## src/rtl/core/dctfi_pkg.sv

```systemverilog
// ----------------------------------------------------------------------------
// dctfi_pkg
// Shared types, constants and the cosine basis function for the 8x8
// forward/inverse DCT block.
// ----------------------------------------------------------------------------
package dctfi_pkg;

   localparam int SAMPLE_W     = 8;
   localparam int COEF_W       = 12;
   localparam int RECON_W      = 10;
   localparam int POS_W        = 6;
   localparam int TABLE_BITS   = 30;
   localparam int COEF_MIN     = -1024;
   localparam int COEF_MAX     = 1024;
   localparam int RECON_MIN    = -16;
   localparam int RECON_MAX    = 271;
   localparam int RECON_OFFSET = 128;
   localparam logic [POS_W-1:0] LAST_POS = 6'd63;

   // cos(m*pi/16), m = 0..8, 30 fraction bits
   localparam longint COS_Q30 [9] = '{
      64'd1073741824, 64'd1053110176, 64'd992008094, 64'd892783698,
      64'd759250125, 64'd596538995, 64'd410903207, 64'd209476638, 64'd0
   };
   localparam longint INV_SQRT2_Q30 = 64'd759250125;

   typedef enum logic [1:0] {
      PASS_FROW = 2'd0,
      PASS_FCOL = 2'd1,
      PASS_IROW = 2'd2,
      PASS_ICOL = 2'd3
   } pass_type;

   typedef struct packed {
      logic                 vld;
      logic                 first;
      logic                 last;
      pass_type             pass;
      logic [POS_W-1:0]     idx;
   } mac_tag_type;

   // C(k) cos((2n+1) k pi / 16) with frac fraction bits, magnitude rounded half up
   function automatic logic [31:0] basis_val(input int k, input int n, input int frac);
      logic [63:0] mag;
      logic [63:0] r;
      int          m;
      int          sh;
      logic        neg;
      neg = 1'b0;
      sh  = TABLE_BITS - frac;
      m   = 0;
      if (k == 0) begin
         mag = 64'(INV_SQRT2_Q30);
      end else begin
         m = ((2 * n + 1) * k) & 31;
         if (m > 16) m = 32 - m;
         if (m > 8) begin
            m   = 16 - m;
            neg = 1'b1;
         end
         mag = 64'(COS_Q30[m]);
      end
      r = (mag + (64'd1 << (sh - 1))) >> sh;
      return neg ? 32'(-r) : 32'(r);
   endfunction

endpackage

```

## src/rtl/core/dctfi_mac.sv

```systemverilog
// ----------------------------------------------------------------------------
// dctfi_mac
// Shared multiply-accumulate unit: registered product, then an accumulator
// that restarts on the first tap and reports the sum after the last tap.
// ----------------------------------------------------------------------------
module dctfi_mac import dctfi_pkg::*; #(
   parameter int AW = 28,
   parameter int BW = 16,
   parameter int ACCW = 46
) (
   input  logic                   clock,
   input  logic                   reset,
   input  mac_tag_type            tag_in,
   input  logic signed [AW-1:0]   a_in,
   input  logic signed [BW-1:0]   b_in,
   output mac_tag_type            tag_out,
   output logic signed [ACCW-1:0] acc_out,
   output logic                   busy
);

   mac_tag_type                  tag2_ff;
   mac_tag_type                  tag3_ff;
   logic signed [AW+BW-1:0]      prod_ff;
   logic signed [ACCW-1:0]       acc_ff;
   logic signed [ACCW-1:0]       prod_ext;

   always_ff @(posedge clock) begin
      prod_ff <= a_in * b_in;
      if (reset) begin
         tag2_ff.vld <= 1'b0;
      end else begin
         tag2_ff <= tag_in;
      end
   end

   assign prod_ext = ACCW'(prod_ff);

   always_ff @(posedge clock) begin
      if (tag2_ff.vld) begin
         acc_ff <= tag2_ff.first ? prod_ext : acc_ff + prod_ext;
      end
      if (reset) begin
         tag3_ff.vld <= 1'b0;
      end else begin
         // report only once the last tap has been summed
         tag3_ff <= {tag2_ff.vld & tag2_ff.last, tag2_ff.first, tag2_ff.last,
                     tag2_ff.pass, tag2_ff.idx};
      end
   end

   assign tag_out = tag3_ff;
   assign acc_out = acc_ff;
   assign busy    = tag2_ff.vld | tag3_ff.vld;

endmodule

```

## config.mk

```make
export PLATFORM = sky130hd
export DESIGN_NAME = dctfi_mac
export DESIGN_NICKNAME = d
export VERILOG_FILES = /design/src/rtl/core/dctfi_pkg.sv /design/src/rtl/core/dctfi_mac.sv
export SDC_FILE = /design/constraint.sdc
export NUM_CORES = 1
export LEC_CHECK = 0
export BUFFER_PORTS_ARGS = -buffer_cell sky130_fd_sc_hd__buf_2
export CAP_MARGIN = 0
export CORE_ASPECT_RATIO = 1.5
export CORE_UTILIZATION = 59
export CTS_CLUSTER_DIAMETER = 30
export CTS_CLUSTER_SIZE = 20
export DETAILED_ROUTE_END_ITERATION = 8
export GPL_ROUTABILITY_DRIVEN = 0
export GPL_TIMING_DRIVEN = 0
export PLACE_DENSITY_LB_ADDON = 0.25
export REMOVE_ABC_BUFFERS = 1
export SYNTH_ARGS = -nofsm -noshare
export SYNTH_HDL_FRONTEND = slang
export SYNTH_SLANG_ARGS = --single-unit
```

## constraint.sdc

```tcl
create_clock -name clock -period 6.5 [get_ports clock]
set_input_delay 0.975 -clock clock [delete_from_list [all_inputs] [get_ports clock]]
set_output_delay 0.975 -clock clock [all_outputs]
set_load 0.05 [all_outputs]
```

==> impl_metrics.json <==
{
  "post-place-ws_ns": -1.615,
  "cts_hold_buf": 0,
  "critPathLaunchType": "input port",
  "hold_depth": 0,
  "cts.sinks": 112,
  "synth_top_cell_by_area": "fa_1",
  "syn-mean-instance-area_um2": 9.122,
  "clock_latency_ns": 0.35,
  "clockRootBuffer": "clkbuf_16",
  "clkTransAtPathRegs_ns": 0.08,
  "final_common_cell": "inv_1",
  "fp.coreArea_um2": 36160,
  "reg2reg_depth": 10,
  "ys_ff_latch": 112,
  "ys_warn_count": 0,
  "dp_hpwl_um": 42130,
  "slew_viol_final": 0,
  "ant_nets": 0,
  "nNetsFinal": 3099,
  "antenna_found_initial": 2,
  "h-tree-depth": 3,
  "routed_wl_um": 58950,
  "via_count": 17085,
  "ioPinCount": 115,
  "path_class": "in -> reg",
  "min_path_type": "reg -> reg",
  "syn_inst": 2387,
  "ys.flop_type": "edfxtp_1",
  "drt_iter0_drc": 1061,
  "clockBufferDepth": 2,
  "drt_pass1_iterations": 7,
  "cts_tree": "yes",
  "viasPerCell": 5.803,
  "fin_ws_ns": 0.008134,
  "synth.cell_area_um2": 21770,
  "remaining_drc_errors": 0,
  "start_util_pct": 60.21,
  "ys_types": 65,
  "ys_top_cells_by_area": "fa_1, edfxtp_1, inv_1, ha_1, nand2_1",
  "status": "complete, no violations",
  "grt_pass1_vias": 19007,
  "cap_violations": 0,
  "slew_headroom_pct": 50.55,
  "skew_ns": 0.01036,
  "grt_max_degree": 34,
  "fp.dieW_um": 158.9,
  "placementRows": 85,
  "rsz0062_at_grt": "yes",
  "synth-async-reset-ratio_pct": 0,
  "synth_edf_count": 66,
  "synth_top_cell_area_share_pct": 39.63,
  "drive_gt1_share_pct": 11.40,
  "period_needed_ns": 6.492,
  "grt_pass1_wl_um": 94570,
  "finalCritPeriodShare_pct": 99.87,
  "path_max_fanout": 6,
  "hold_violations": 0,
  "worstMarginPinSlew_ns": 0.7418,
  "seq_area_frac_synth_pct": 13.33,
  "endpoint_kind": "flop",
  "wl_per_cell_um": 20.02,
  "area_growth_pct": 12.67,
  "globalRoute.totalOverflow": 0,
  "tns_ns": 0,
  "portBuffers": 114,
  "required_ns": 6.77,
  "die_h_um": 237.3,
  "die_area_um2": 37690,
  "setup_viol": 0,
  "worstPathArrival_ns": 6.77,
  "max_freq_mhz": 154.0,
  "layout_common_cells": "inv_1, fa_1, nand2_1",
  "cts-buffers-inserted": 9,
  "grt_usage_pct": 32.31
}
==> worst max-delay path: stages <==
cell and delay [ns]:
buf_12 0.11, clkinv_8 0.07, buf_8 0.13, nor2_4 0.09, fa_1 0.46, fa_1 0.58, fa_1 0.44, fa_1 0.52
fa_1 0.57, inv_2 0.05, fa_1 0.58, inv_2 0.06, ha_4 0.27, nand2_1 0.07, nor4_2 0.05, a311o_1 0.35
a32o_2 0.25, o31ai_4 0.32, a21boi_2 0.11, o31a_1 0.28, a41oi_2 0.27, xnor2_2 0.15
==> cells by family (layout without fill, tap and decap cells) <==
logic type	after synthesis	count (layout)	share of synthesized area (%)
AO/OA/AOI/OAI	308	308	9.057
adder cells (fa/ha/maj)	582	582	48.30
buffers and inverters	615	693	10.64
flip-flops	112	112	13.33
other	0	1	0
multiplexers	5	5	0.2471
AND/OR/NAND/NOR	681	681	15.04
XOR/XNOR	84	84	3.379
==> sequential cells by signal (all words and copies together), names as in the netlist <==
| signal | count |
|---|---|
| acc_out | 46 |
| prod_ff | 44 |
| tag2_ff | 11 |
| tag_out | 11 |
==> Yosys cell counts (14+ instances only) <==
cell        n
nand3_1    19
clkbuf_1   94
ha_1      151
xor2_1     29
o21ai_1    16
nand2b_1   18
o21ai_0    68
edfxtp_1   66
a21o_1     46
fa_1      431
dfxtp_1    46
inv_1     515
nor2_1     59
nand2_1   329
a21oi_1    82
and3_1     14
xnor2_1    55
and2_1    187
==> through the flow <==
| step | cell area, um2 | std cells | hold slack (ns) | utilization [%] |
|---|---|---|---|---|
| after global placement | 22570 | 2881 | 0.4016 | 62.41 |
| after CTS | 24040 | 2927 | 0.4223 | 66.49 |
| after floorplan | 21400 | 2289 | 0.4003 | - |
| after global routing | 24530 | 2943 | 0.4379 | 67.84 |
| final | 24530 | 2944 | 0.4194 | 67.84 |
| after detailed placement | 22680 | 2885 | 0.4057 | 62.72 |
==> per-layer routing <==
layer / wire (um) / global-route usage, % / up-vias / part of all wire, %
met4: 4939 / 24.24 / 0 / 8.4
met5: 0 / 0 / - / 0
met3: 3586 / 4.275 / 303 / 6.1
li1: - / - / 7469 / -
met2: 30900 / 59.38 / 772 / 52
met1: 19520 / 33.45 / 8541 / 33
==> final timing paths <==
| check | from | end | slack, ns |
|---|---|---|---|
| setup / recovery | b_in[15] | prod_ff[40]$_DFF_P_ | 0.008 |
| hold / removal | tag2_ff[4]$_DFFE_PN_ | tag_out[4]$_DFFE_PN_ | 0.42 |
| setup reg to reg | acc_out[1]$_DFFE_PP_ | acc_out[43]$_DFFE_PP_ | 3.12 |
| hold reg to reg | tag2_ff[4]$_DFFE_PN_ | tag_out[4]$_DFFE_PN_ | 0.42 |
==> final cells by class <==
type                            count  area (um2)
Fill cell                        2727       11630
Clock buffer                       10       229.0
Clock inverter                      6       51.30
Timing Repair Buffer              159        1808
Inverter                          517        1953
Multi-Input combinational cell   1660       16980
Antenna cell                        1       2.502
Sequential cell                   112        2904
Timing Repair inverter              1       8.758
Tap cell                          478       598.1
==> what timing repair did <==
action                     4_1_cts  5_1_grt
gates resized for setup        160       91
setup endpoints to repair       24       15
setup buffers                   16       14
gates cloned                    10        2
pin swaps                       23       43
Power is not shown: default switching activity piles up to over one toggle a cycle in this logic, so the estimate is an artifact.
